## src/sv/utu_pkg.sv

```systemverilog
// utu_pkg: shared types and constants for the utf-8 to utf-16 transcoder
// no dependencies; imported by the decoder, the output buffer and the top level
`default_nettype none

package utu_pkg;

  localparam int unsigned MaxUnits = 4;
  localparam int unsigned CountW   = $clog2(MaxUnits + 1);
  localparam int unsigned IdxW     = $clog2(MaxUnits);
  localparam int unsigned ValueW   = 21;

  localparam logic [15:0] ReplacementUnit = 16'hFFFD;
  localparam logic [7:0]  ContMask        = 8'hC0;
  localparam logic [7:0]  ContTag         = 8'h80;

  localparam logic [ValueW-1:0] MinLen2       = 21'h00_0080;
  localparam logic [ValueW-1:0] MinLen3       = 21'h00_0800;
  localparam logic [ValueW-1:0] MinLen4       = 21'h01_0000;
  localparam logic [ValueW-1:0] MaxScalar     = 21'h10_FFFF;
  localparam logic [ValueW-1:0] SurrogateLow  = 21'h00_D800;
  localparam logic [ValueW-1:0] SurrogateHigh = 21'h00_DFFF;
  localparam logic [ValueW-1:0] PlaneBase     = 21'h01_0000;
  localparam logic [15:0]       HighSurrBase  = 16'hD800;
  localparam logic [15:0]       LowSurrBase   = 16'hDC00;
  localparam logic [9:0]        TenBitMask    = 10'h3FF;

  localparam logic [2:0] LenNone = 3'd0;
  localparam logic [2:0] LenTwo  = 3'd2;
  localparam logic [2:0] LenThree = 3'd3;
  localparam logic [2:0] LenFour = 3'd4;

  // units produced by one byte, filled from index 0
  typedef struct packed {
    logic [MaxUnits-1:0][15:0] units;
    logic [CountW-1:0]         count;
    logic                      eos;
  } result_t;

endpackage

`default_nettype wire

```

## src/sv/utu_if.sv

```systemverilog
// utu_if: valid/ready channel interfaces for byte input and code unit output
// no dependencies
`default_nettype none

interface utu_in_if;
  logic       valid;
  logic       ready;
  logic [7:0] input_byte;
  logic       end_of_string;

  modport source (output valid, output input_byte, output end_of_string, input ready);
  modport sink   (input valid, input input_byte, input end_of_string, output ready);
endinterface

interface utu_out_if;
  logic        valid;
  logic        ready;
  logic [15:0] code_unit;
  logic        last_of_run;
  logic        string_done;

  modport source (output valid, output code_unit, output last_of_run, output string_done,
                  input ready);
  modport sink   (input valid, input code_unit, input last_of_run, input string_done,
                  output ready);
endinterface

`default_nettype wire

```

## src/sv/utu_decode.sv

```systemverilog
// utu_decode: sequence state and per-byte decode into up to four code units
// depends on utu_pkg
`default_nettype none

module utu_decode (
  input  wire logic          clk,
  input  wire logic          rst,
  input  wire logic          advance,
  input  wire logic [7:0]    input_byte,
  input  wire logic          end_of_string,
  output utu_pkg::result_t   res
);
  import utu_pkg::*;

  logic [2:0]        exp_len, exp_len_next;
  logic [1:0]        seen, seen_next;
  logic [ValueW-1:0] partial, partial_next;

  logic              open_seq;
  logic              is_cont;
  logic [2:0]        seen_inc;
  logic [ValueW-1:0] cat;
  logic [ValueW-1:0] minimum;
  logic [ValueW-1:0] offset;
  logic              cp_ok;
  logic [15:0]       hi_unit, lo_unit;
  logic [CountW-1:0] pre;
  logic              place_byte;

  assign open_seq = (exp_len != LenNone);
  assign is_cont  = ((input_byte & ContMask) == ContTag);
  assign seen_inc = {1'b0, seen} + 3'd1;
  assign cat      = {partial[ValueW-7:0], input_byte[5:0]};

  always_comb begin
    unique case (exp_len)
      LenTwo:   minimum = MinLen2;
      LenThree: minimum = MinLen3;
      default:  minimum = MinLen4;
    endcase
  end

  assign cp_ok = (cat >= minimum) && (cat <= MaxScalar) &&
                 !((cat >= SurrogateLow) && (cat <= SurrogateHigh));

  assign offset  = cat - PlaneBase;
  assign hi_unit = HighSurrBase | {6'd0, offset[19:10]};
  assign lo_unit = LowSurrBase | {6'd0, offset[9:0] & TenBitMask};

  always_comb begin
    res.units    = {MaxUnits{ReplacementUnit}};
    res.count    = '0;
    res.eos      = end_of_string;
    pre          = '0;
    place_byte   = 1'b0;
    exp_len_next = exp_len;
    seen_next    = seen;
    partial_next = partial;

    if (open_seq && is_cont) begin
      if (seen_inc == exp_len) begin
        exp_len_next = LenNone;
        seen_next    = '0;
        partial_next = '0;
        if (!cp_ok) begin
          res.count = CountW'(exp_len);
        end else if (cat[ValueW-1:16] == '0) begin
          res.units[0] = cat[15:0];
          res.count    = CountW'(1);
        end else begin
          res.units[0] = hi_unit;
          res.units[1] = lo_unit;
          res.count    = CountW'(2);
        end
      end else begin
        seen_next    = seen_inc[1:0];
        partial_next = cat;
        if (end_of_string) begin
          // truncated at end of string: one replacement per byte held
          res.count    = CountW'(seen_inc);
          exp_len_next = LenNone;
          seen_next    = '0;
          partial_next = '0;
        end
      end
    end else begin
      // broken sequence flushes first, then the byte is decoded afresh
      if (open_seq) begin
        pre = CountW'(seen);
      end
      res.count    = pre;
      exp_len_next = LenNone;
      seen_next    = '0;
      partial_next = '0;
      case (input_byte) inside
        [8'h00:8'h7F]: begin
          place_byte = 1'b1;
          res.count  = pre + CountW'(1);
        end
        [8'hC2:8'hDF]: begin
          exp_len_next = LenTwo;
          seen_next    = 2'd1;
          partial_next = {16'd0, input_byte[4:0]};
        end
        [8'hE0:8'hEF]: begin
          exp_len_next = LenThree;
          seen_next    = 2'd1;
          partial_next = {17'd0, input_byte[3:0]};
        end
        [8'hF0:8'hF4]: begin
          exp_len_next = LenFour;
          seen_next    = 2'd1;
          partial_next = {18'd0, input_byte[2:0]};
        end
        default: begin
          res.count = pre + CountW'(1);
        end
      endcase
      if (end_of_string && (exp_len_next != LenNone)) begin
        res.count    = pre + CountW'(1);
        exp_len_next = LenNone;
        seen_next    = '0;
        partial_next = '0;
      end
      for (int i = 0; i < MaxUnits; i++) begin
        if (place_byte && (pre[IdxW-1:0] == IdxW'(i))) begin
          res.units[i] = {8'h00, input_byte};
        end
      end
    end
  end

  always_ff @(posedge clk) begin
    if (rst) begin
      exp_len <= LenNone;
      seen    <= '0;
      partial <= '0;
    end else if (advance) begin
      exp_len <= exp_len_next;
      seen    <= seen_next;
      partial <= partial_next;
    end
  end

endmodule

`default_nettype wire

```

## src/sv/utu_burst.sv

```systemverilog
// utu_burst: result register holding one byte's code units, drained one word a cycle while the output is ready
// depends on utu_pkg, utu_if
`default_nettype none

module utu_burst (
  input  wire logic             clk,
  input  wire logic             rst,
  input  wire logic             load,
  input  wire utu_pkg::result_t res,
  output logic                  free,
  utu_out_if.source             unit_stream
);
  import utu_pkg::*;

  logic [MaxUnits-1:0][15:0] units;
  logic [CountW-1:0]         count;
  logic [IdxW-1:0]           idx;
  logic                      eos;
  logic                      valid;
  logic                      last;

  assign last = ({1'b0, idx} == (count - CountW'(1)));
  assign free = !valid || (unit_stream.ready && last);

  assign unit_stream.valid       = valid;
  assign unit_stream.code_unit   = units[idx];
  assign unit_stream.last_of_run = last;
  assign unit_stream.string_done = last && eos;

  always_ff @(posedge clk) begin
    if (rst) begin
      valid <= 1'b0;
      idx   <= '0;
    end else if (load) begin
      valid <= 1'b1;
      idx   <= '0;
    end else if (valid && unit_stream.ready) begin
      if (last) begin
        valid <= 1'b0;
        idx   <= '0;
      end else begin
        idx <= idx + IdxW'(1);
      end
    end
  end

  always_ff @(posedge clk) begin
    if (load) begin
      units <= res.units;
      count <= res.count;
      eos   <= res.eos;
    end
  end

endmodule

`default_nettype wire

```

## src/sv/utf8_to_utf16_transcoder.sv

```systemverilog
// utf8_to_utf16_transcoder: one utf-8 byte in per cycle when not held by the result register, utf-16 code units out
// a byte passes the input register, then the result register, before its first code unit appears
// one byte per cycle while the result register is free; a byte yielding units holds it until its last unit is taken
// bytes that yield no unit (mid sequence) pass through without using the result register
// reset: synchronous, active high; clears the open sequence and both valid flags
// depends on utu_pkg, utu_if, utu_decode, utu_burst
`default_nettype none

module utf8_to_utf16_transcoder (
  input  wire logic  clk,
  input  wire logic  rst,
  utu_in_if.sink     byte_stream,
  utu_out_if.source  unit_stream
);
  import utu_pkg::*;

  logic       in_valid;
  logic [7:0] in_byte;
  logic       in_eos;
  logic       advance;
  logic       burst_free;
  result_t    res;

  // a byte moves on if it yields nothing or the result register is free or frees up this cycle
  assign advance = in_valid && ((res.count == '0) || burst_free);
  assign byte_stream.ready = !in_valid || advance;

  always_ff @(posedge clk) begin
    if (rst) begin
      in_valid <= 1'b0;
    end else if (byte_stream.valid && byte_stream.ready) begin
      in_valid <= 1'b1;
    end else if (advance) begin
      in_valid <= 1'b0;
    end
  end

  always_ff @(posedge clk) begin
    if (byte_stream.valid && byte_stream.ready) begin
      in_byte <= byte_stream.input_byte;
      in_eos  <= byte_stream.end_of_string;
    end
  end

  utu_decode u_decode (
    .clk           (clk),
    .rst           (rst),
    .advance       (advance),
    .input_byte    (in_byte),
    .end_of_string (in_eos),
    .res           (res)
  );

  utu_burst u_burst (
    .clk         (clk),
    .rst         (rst),
    .load        (advance && (res.count != '0)),
    .res         (res),
    .free        (burst_free),
    .unit_stream (unit_stream)
  );

endmodule

`default_nettype wire
```

## src/flat_wrapper.sv

```systemverilog
// flat-port wrapper written by rule: the top's interface ports become plain ports
module utf8_to_utf16_transcoder_flat import utu_pkg::*;
  (clk, rst, byte_stream_valid, byte_stream_input_byte, byte_stream_end_of_string, byte_stream_ready, unit_stream_valid, unit_stream_code_unit, unit_stream_last_of_run, unit_stream_string_done, unit_stream_ready);
  utu_in_if byte_stream_i ();
  utu_out_if unit_stream_i ();
  input  wire logic clk;
  input  wire logic rst;
  input wire logic [$bits(byte_stream_i.valid)-1:0] byte_stream_valid;
  input wire logic [$bits(byte_stream_i.input_byte)-1:0] byte_stream_input_byte;
  input wire logic [$bits(byte_stream_i.end_of_string)-1:0] byte_stream_end_of_string;
  output wire logic [$bits(byte_stream_i.ready)-1:0] byte_stream_ready;
  output wire logic [$bits(unit_stream_i.valid)-1:0] unit_stream_valid;
  output wire logic [$bits(unit_stream_i.code_unit)-1:0] unit_stream_code_unit;
  output wire logic [$bits(unit_stream_i.last_of_run)-1:0] unit_stream_last_of_run;
  output wire logic [$bits(unit_stream_i.string_done)-1:0] unit_stream_string_done;
  input wire logic [$bits(unit_stream_i.ready)-1:0] unit_stream_ready;
  assign byte_stream_i.valid = byte_stream_valid;
  assign byte_stream_i.input_byte = byte_stream_input_byte;
  assign byte_stream_i.end_of_string = byte_stream_end_of_string;
  assign byte_stream_ready = byte_stream_i.ready;
  assign unit_stream_valid = unit_stream_i.valid;
  assign unit_stream_code_unit = unit_stream_i.code_unit;
  assign unit_stream_last_of_run = unit_stream_i.last_of_run;
  assign unit_stream_string_done = unit_stream_i.string_done;
  assign unit_stream_i.ready = unit_stream_ready;
  utf8_to_utf16_transcoder u_core (.clk(clk), .rst(rst), .byte_stream(byte_stream_i), .unit_stream(unit_stream_i));
endmodule
```

## config.mk

```make
export PLATFORM = sky130hd
export DESIGN_NAME = utf8_to_utf16_transcoder_flat
export DESIGN_NICKNAME = d
export VERILOG_FILES = /design/src/sv/utu_pkg.sv /design/src/sv/utu_if.sv /design/src/sv/utu_decode.sv /design/src/sv/utu_burst.sv /design/src/sv/utf8_to_utf16_transcoder.sv /design/src/flat_wrapper.sv
export SDC_FILE = /design/constraint.sdc
export NUM_CORES = 1
export LEC_CHECK = 0
export ABC_AREA = 1
export BUFFER_PORTS_ARGS = -buffer_cell sky130_fd_sc_hd__buf_2
export CAP_MARGIN = 30
export CORE_MARGIN = 2
export CORE_UTILIZATION = 61
export CTS_CLUSTER_DIAMETER = 100
export DETAILED_ROUTE_END_ITERATION = 12
export PLACE_DENSITY = 0.8
export SETUP_SLACK_MARGIN = 0.1
export SYNTH_ARGS = -nofsm -noshare
export SYNTH_HDL_FRONTEND = slang
export SYNTH_SLANG_ARGS = --single-unit
```

## constraint.sdc

```tcl
create_clock -name clk -period 3.8 [get_ports clk]
set_input_delay 0.57 -clock clk [delete_from_list [all_inputs] [get_ports clk]]
set_output_delay 0.57 -clock clk [all_outputs]
set_load 0.1 [all_outputs]
```

==> metrics.txt, run 1 <==
status finished, final reports clean; crit path capture type output pin; Pleak 2.037 nW; Synth Area per Inst 8.058 um2; worst clock skew 0.01742 ns; dpl hpwl 7954 um; die extent in x 91.31 um; XOR/XNOR share of the synthesized area between 1 and 1.5%; Final ANT Viol Nets 0; PD cells 469.4 mW/mm2; YS warnings 0; hold crit path type primary input to flop; IO buf count 32; CP max FO 13; first-pass GRT wire length 18530 um; Data arrival, critical path 2.83 ns; Reg clk slew, reported paths 0.09 ns; max_cap viols 0; CTS buffer count 9; first-pass iteration count of the detailed router 5; Netlist Area Pre-Place 0.004649 mm2; post-CTS resize count 0; Post-CTS Setup Bufs 0; fin crit share between 80% and 90%; diode count 0; Synth Area in Compound Gates between 10% and 20%; routed length per instance 15.80 um; max_slew headroom 56.72%; share of post-route cells with drive strength above 1 13.86%; vias in the first global route 3680; FF+latch count, synth 83; GRT Resource Usage Total 28.68%; endpoints failing setup 0; Layout Nets 625; Clk Latency, worst-skew pair ~0.36 ns; post-synthesis adder-cell area fraction 2.960%; setup TNS 0 ns; Die H 91.31 um; post-synth cell types between 40 and 50; max-slew violation count 0; grt ovf 0; hold_buf cts 0; required time of the critical path 3.23 ns; syn_nets 601; fin crit period 3.402 ns; Core ar. ~0.0073 mm2; Max H-tree Level 3; mux cell area share after synthesis 0%; Worst-Margin Slew 0.6424 ns; register area share after synthesis 48.44%; final hold violations 0; Setup Crit Path Kind flop to output pin; drc violations 0; crit-path cells inv_1 -> nor3_1 -> ha_1 -> inv_1 -> nor2_1 -> nand2_1 -> nor2_1 -> nand3_1 -> nand3_1 -> nand4_4 -> nand2_1 -> nand3_1 -> nand2_2 -> nand2_4 -> nand3_1 -> buf_6; most frequent CP cell nand3_1; largest family of logic cells by synthesized area simple AND/OR/NAND/NOR gates; total power about 0.0024 W; CTS tree done; Gate Count Post-Synth 577; Clock Sink Count between 80 and 90; RePlAce Congestion 0.9506; via count 3963; initial antenna violation count 0; initial DRC count 355; worst stage delay on the critical path 0.40 ns; CTS root buf clkbuf_8; die area 0.008337 mm2; Startpoint Class flop; final wirelength approximately 11000 um; Slowest-stage cell, CP dfxtp_1; area delta synth->final 9.553%; unrepaired setup endpoints after global routing false; pin count of the biggest net entering global routing 51; Initial Util a little under two thirds; drt via density approximately 5.6; boundary pin count 33; clk buf depth 2; # rows 31; maximum clock frequency 293.9 MHz; simple-gate area share of the yosys netlist 26.10%; VDD IR max around 0.25 mV
## Yosys cell counts
| cell type | instances | area, um2 |
|---|---|---|
| nand2_2 | 6 | 37.54 |
| nand3_1 | 29 | 145.1 |
| ha_1 | 11 | 137.6 |
| buf_6 | 2 | 22.52 |
| clkinv_1 | 2 | 7.510 |
| nor2_4 | 1 | 11.26 |
| edfxtp_1 | 59 | 1772 |
| a31oi_1 | 2 | 12.51 |
| o2111ai_1 | 1 | 8.760 |
| inv_1 | 55 | 206.5 |
| o21ai_1 | 9 | 45.04 |
| nand2_1 | 103 | 386.6 |
| nor3_4 | 1 | 16.27 |
| or2_1 | 1 | 6.260 |
| nor2_1 | 106 | 397.9 |
| nand2_4 | 1 | 11.26 |
| nand3_2 | 5 | 50.05 |
| a21oi_4 | 1 | 16.27 |
| nor2_2 | 4 | 25.02 |
| or2_2 | 1 | 6.260 |
| buf_4 | 3 | 22.52 |
| nand2_8 | 2 | 40.04 |
| o211ai_1 | 2 | 15.01 |
| inv_2 | 9 | 33.78 |
| inv_4 | 1 | 6.260 |
| a211oi_1 | 1 | 7.510 |
| xnor2_1 | 2 | 17.52 |
| nand3b_1 | 1 | 7.510 |
| nor3_1 | 3 | 15.01 |
| nand4_1 | 6 | 37.54 |
| o22ai_1 | 8 | 50.05 |
| buf_2 | 2 | 10.01 |
| clkbuf_1 | 16 | 60.06 |
| xor2_1 | 5 | 43.79 |
| a21oi_2 | 1 | 8.760 |
| o41ai_1 | 1 | 8.760 |
| dfxtp_1 | 24 | 480.5 |
| nor3b_1 | 1 | 7.510 |
| o31ai_1 | 1 | 7.510 |
| nand4_2 | 1 | 12.51 |
| o21ai_0 | 62 | 310.3 |
| a21oi_1 | 25 | 125.1 |
## report_power, final
part           internal [W]  switching [W]
clock              0.000372       0.000326
combinational      0.000146       0.000457
sequential          0.00104      0.0000547
total               0.00155       0.000837
## cell usage in the layout, fill, tap and decap left out, types with 6 or more instances in the layout
master,n
nor2_1,106
nand2_1,103
o21ai_0,62
edfxtp_1,59
inv_1,54
buf_2,31
nand3_1,29
a21oi_1,25
dfxtp_1,24
ha_1,11
inv_2,9
o21ai_1,9
clkbuf_8,9
o22ai_1,8
nand2_2,6
nand4_1,6
## area by class of cell
type | count | area, um2
repair buffers | 36 | 209.0
clock buffers | 10 | 127.6
clock inverters | 6 | 90.09
flip-flops and latches | 83 | 2252
inverters | 67 | 254.0
multi-input cells | 404 | 2037
fillers | 608 | 2237
well taps | 99 | 123.9
## sequential cells by signal, indices dropped and copies added, names as in the netlist
register and cells:
u_core.u_burst.units 46, u_core.u_burst.idx 2, u_core.u_decode.partial 15, u_core.in_eos 1
u_core.u_burst.eos 1, u_core.u_decode.exp_len 3, u_core.u_decode.seen 2, u_core.in_valid 1
u_core.in_byte 8, u_core.u_burst.unit_stream.valid 1, u_core.u_burst.count 3
## worst paths after layout
| kind | startpoint | endpoint | slack, ns | depth (start not counted) |
|---|---|---|---|---|
| hold reg to reg | u_core.u_decode.partial[1]$_SDFFE_PP0P_ | u_core.u_decode.partial[1]$_SDFFE_PP0P_ | 0.54 | 2 |
| setup reg to reg | u_core.u_decode.exp_len[1]$_SDFFE_PP0P_ | u_core.in_byte[7]$_DFFE_PP_ | 0.80 | 17 |
| hold / removal | byte_stream_input_byte[1] | u_core.in_byte[1]$_DFFE_PP_ | 0.38 | 1 |
| setup / recovery | u_core.u_decode.exp_len[1]$_SDFFE_PP0P_ | byte_stream_ready | 0.40 | 16 |
## per-layer routing
| layer | vias up | track usage (%) | share of wire, % |
|---|---|---|---|
| li1 | 1959 | - | - |
| met1 | 1813 | 38.89 | 43 |
| met3 | 27 | 5.809 | 7.0 |
| met4 | 0 | 11.74 | 2.9 |
| met2 | 164 | 45.19 | 47 |
| met5 | - | 0 | 0 |
## cell families (layout without fill, tap and decap cells)
group | count (synthesis) | after routing
flip-flops | 83 | 83
adder cells (fa/ha/maj) | 11 | 11
buffers and inverters | 90 | 119
AND/OR/NAND/NOR | 272 | 272
XOR/XNOR | 7 | 7
AO/OA/AOI/OAI | 114 | 114
## worst max-delay path: cells and delay by family (launching register included)
family / cells / cell delay (ns)
adders and majority gates: 1 / 0.17
buffers and inverters: 3 / 0.40
DFF: 1 / 0.40
and+or+nand+nor: 12 / 1.52
## stage by stage
stage	util (%)	hold slack, ns	setup slack, ns	instance area (um2)	std cells
6_report	69.48	0.3785	0.3978	5094	705
5_1_grt	69.48	0.3658	0.1438	5094	705
4_1_cts	69.28	0.3703	0.1725	5079	705
3_5_place_dp	66.31	0.5302	0.5787	4861	689
3_3_place_gp	66.31	0.5072	0.6572	4861	689
2_1_floorplan	-	0.4786	0.2021	4649	577
Note: power is estimated with default switching activity, not from simulation.
==> run 2: changes to the inputs <==
--- a/config.mk
+++ b/config.mk
@@ -12,6 +12,7 @@
 export CORE_UTILIZATION = 61
 export CTS_CLUSTER_DIAMETER = 100
 export DETAILED_ROUTE_END_ITERATION = 12
+export MAX_ROUTING_LAYER = met4
 export PLACE_DENSITY = 0.8
 export SETUP_SLACK_MARGIN = 0.1
 export SYNTH_ARGS = -nofsm -noshare
==> run 2 against run 1 <==
Register-to-register slack worse by 0.14 ns. Design area is 1.2% lower. Critical path depth stayed put. Global-route usage is 0.74 points higher.
==> metrics.txt, run 2 (synthesis results as in run 1) <==
status finished, final reports clean; Startpoint Class flop; CTS buffer count 9 (unchanged); Met2 Wirelength 5255 um (+0.46%); boundary pin count 33 (unchanged); Clk Latency, worst-skew pair 0.37 ns (about the same); max-slew violation count 0 (unchanged); PD cells 452.9 mW/mm2 (-3.5%); max reg flops 46 (unchanged); required time of the critical path 3.23 ns (about the same); top sig layer met4; drc violations 0 (unchanged); initial antenna violation count 0 (unchanged); M1 WL 5063 um (+5.5%); final wirelength 11300 um (+1.4%); worst stage delay on the critical path 0.35 ns (-0.05 ns); die area 0.008337 mm2 (unchanged); Final ANT Viol Nets 0 (unchanged); Gate power share 26.2% (+1.0 points); share of post-route cells with drive strength above 1 13.88% (+0.023 points); GRT Resource Usage Total 29.42% (+0.74 points); Reg clk slew, reported paths 0.10 ns (about the same); VDD IR max 0.2600 mV (+3.6%); maximum clock frequency 292.5 MHz (-0.49%); Slowest-stage cell, CP dfxtp_1; Die H 91.31 um (unchanged); die extent in x 91.31 um (unchanged); dpl hpwl 8213 um (+3.3%); Switching Power 0.0008597 W (+2.7%); final hold violations 0 (unchanged); Clock Sink Count 83 (unchanged); hold crit path type primary input to flop; via count 3908 (-1.4%); Setup Crit Path Kind flop to output pin; commonest non-fill, non-tap cells in the layout nor2_1, nand2_1, o21ai_0; most frequent CP cell nand3_1; Worst-Margin Slew 0.6925 ns (+0.05007 ns); clk buf depth 2 (unchanged); endpoints failing setup 0 (unchanged); fin crit share 89.97% (+0.44 points); max_cap viols 0 (unchanged); Core ar. 0.007331 mm2 (unchanged); fin crit period 3.419 ns (+0.01678 ns); Initial Util 63.42% (unchanged); drt via density 5.551 (-1.2%); crit path capture type output pin; area delta synth->final 8.208%; first-pass GRT wire length 18220 um (-1.7%); unrepaired setup endpoints after global routing false; CTS tree done; Data arrival, critical path 2.85 ns (+0.02 ns); commonest non-fill, non-tap cell in the layout nor2_1; Seq pwr share 47.8% (+2.2 points); setup TNS 0 ns (unchanged); first-pass iteration count of the detailed router 5 (unchanged); hold_buf cts 0 (unchanged); IO buf count 32 (unchanged); RePlAce Congestion 0.9577 (+0.75%); # rows 31 (unchanged); largest registers u_core.u_burst.units (46), u_core.u_decode.partial (15), u_core.in_byte (8); CP max FO 13 (unchanged); Max H-tree Level 3 (unchanged); sw frac 37.73% (+2.7 points); Final Hold Slack 0.3685 ns (-0.01002 ns); P_int 0.001419 W (-8.6%); CTS root buf clkbuf_8; grt ovf 0 (unchanged); crit path launch u_core.u_decode.exp_len[2]$_SDFFE_PP0P_; diode count 0 (unchanged); Reg with most FFs u_core.u_burst.units; Clk network pwr share 26.0% (-3.2 points); worst clock skew 0.01850 ns (+0.001080 ns); initial DRC count 320 (-9.9%); routed length per instance 16.05 um (+1.6%); pin count of the biggest net entering global routing 51 (unchanged); Layout Nets 624 (-0.16%); max_slew headroom 53.78% (-2.9 points); vias in the first global route 3616 (-1.7%); reg-to-reg startpoint u_core.u_decode.exp_len[1]$_SDFFE_PP0P_; crit-path cells inv_1 -> nand3_1 -> ha_1 -> inv_1 -> nor2_1 -> o21ai_0 -> nand3_1 -> nand2_1 -> nand3_1 -> nand4_4 -> nand2_1 -> nand3_1 -> nand2_2 -> nand2_4 -> nand3_1 -> buf_6; met3 wire len 601 um (-23%); Pleak 2.009 nW (-1.4%); Hold Crit Start byte_stream_end_of_string
==> run 2: cell count changes in the layout (fill, tap and decap cells not counted) <==
| cell | delta |
|---|---|
| clkinv_2 | +1 |
| inv_6 | +2 |
| clkbuf_1 | -1 |
| buf_12 | -1 |
| bufinv_16 | -2 |
| clkinvlp_4 | +1 |
| clkinv_4 | -1 |
==> run 2: worst paths after layout <==
| check | endpoint | slack, ns | cells after the start |
|---|---|---|---|
| worst min-delay path | u_core.in_eos$_DFFE_PP_ | 0.37 | 1 |
| worst max register to register | u_core.u_burst.units[33]$_SDFFCE_PP0P_ | 0.66 | 15 |
| worst min register to register | u_core.u_decode.seen[1]$_SDFFE_PP0P_ | 0.54 | 2 |
| worst max-delay path | byte_stream_ready | 0.38 | 16 |
==> run 2: repair_timing <==
| action | 4_1_cts | 5_1_grt |
|---|---|---|
| setup buffers | 0 | 0 |
| resized for setup | 0 | 4 |
| endpoints found under the setup margin | 0 | 1 |
==> run 2: critical path, delay by kind of cell (launching register included) <==
family / cells / cell delay (ns)
AND/OR/NAND/NOR: 11 / 1.35
buffers and inverters: 3 / 0.41
flip-flops: 1 / 0.35
adder cells (fa/ha/maj): 1 / 0.28
AO/OA/AOI/OAI: 1 / 0.10
==> run 2: per-layer routing <==
| layer | global-route usage [%] | vias to the layer above |
|---|---|---|
| met1 | 38.39 | 1782 |
| met2 | 45.86 | 135 |
| met3 | 5.477 | 32 |
| li1 | - | 1959 |
| met5 | - | - |
| met4 | 11.62 | 0 |
==> run 2: layout make-up <==
cell class                      count  area, um2
Fill cell                         606       2300
Sequential cell                    83       2252
Multi-Input combinational cell    404       2037
Inverter                           67      254.0
Timing Repair Buffer               35      188.9
Clock buffer                        9      123.9
Tap cell                           99      123.9
Clock inverter                      7      51.30
==> run 2: per-stage QoR <==
step | cell area, um2 | instances | power, W | util [%] | setup slack [ns]
detailed placement | 4841 | 688 | 0.001697 | 66.04 | 0.5522
global placement | 4841 | 688 | 0.001685 | 66.04 | 0.6565
CTS | 5016 | 704 | 0.002271 | 68.42 | 0.1331
floorplan | 4649 | 577 | 0.001576 | - | 0.2021
finish | 5031 | 704 | 0.002279 | 68.63 | 0.3811
global route | 5031 | 704 | 0.002384 | 68.63 | 0.1277
==> run 2: power groups by stage <==
| stage | Sequential [W] | Clock, W | Combinational [W] |
|---|---|---|---|
| finish | 0.00109 | 0.000592 | 0.000597 |
| global route | 0.00110 | 0.000633 | 0.000655 |
| CTS | 0.00109 | 0.000594 | 0.000590 |
| detailed placement | 0.00111 | 0 | 0.000588 |
| global placement | 0.00111 | 0 | 0.000577 |
| floorplan | 0.00109 | 0 | 0.000484 |
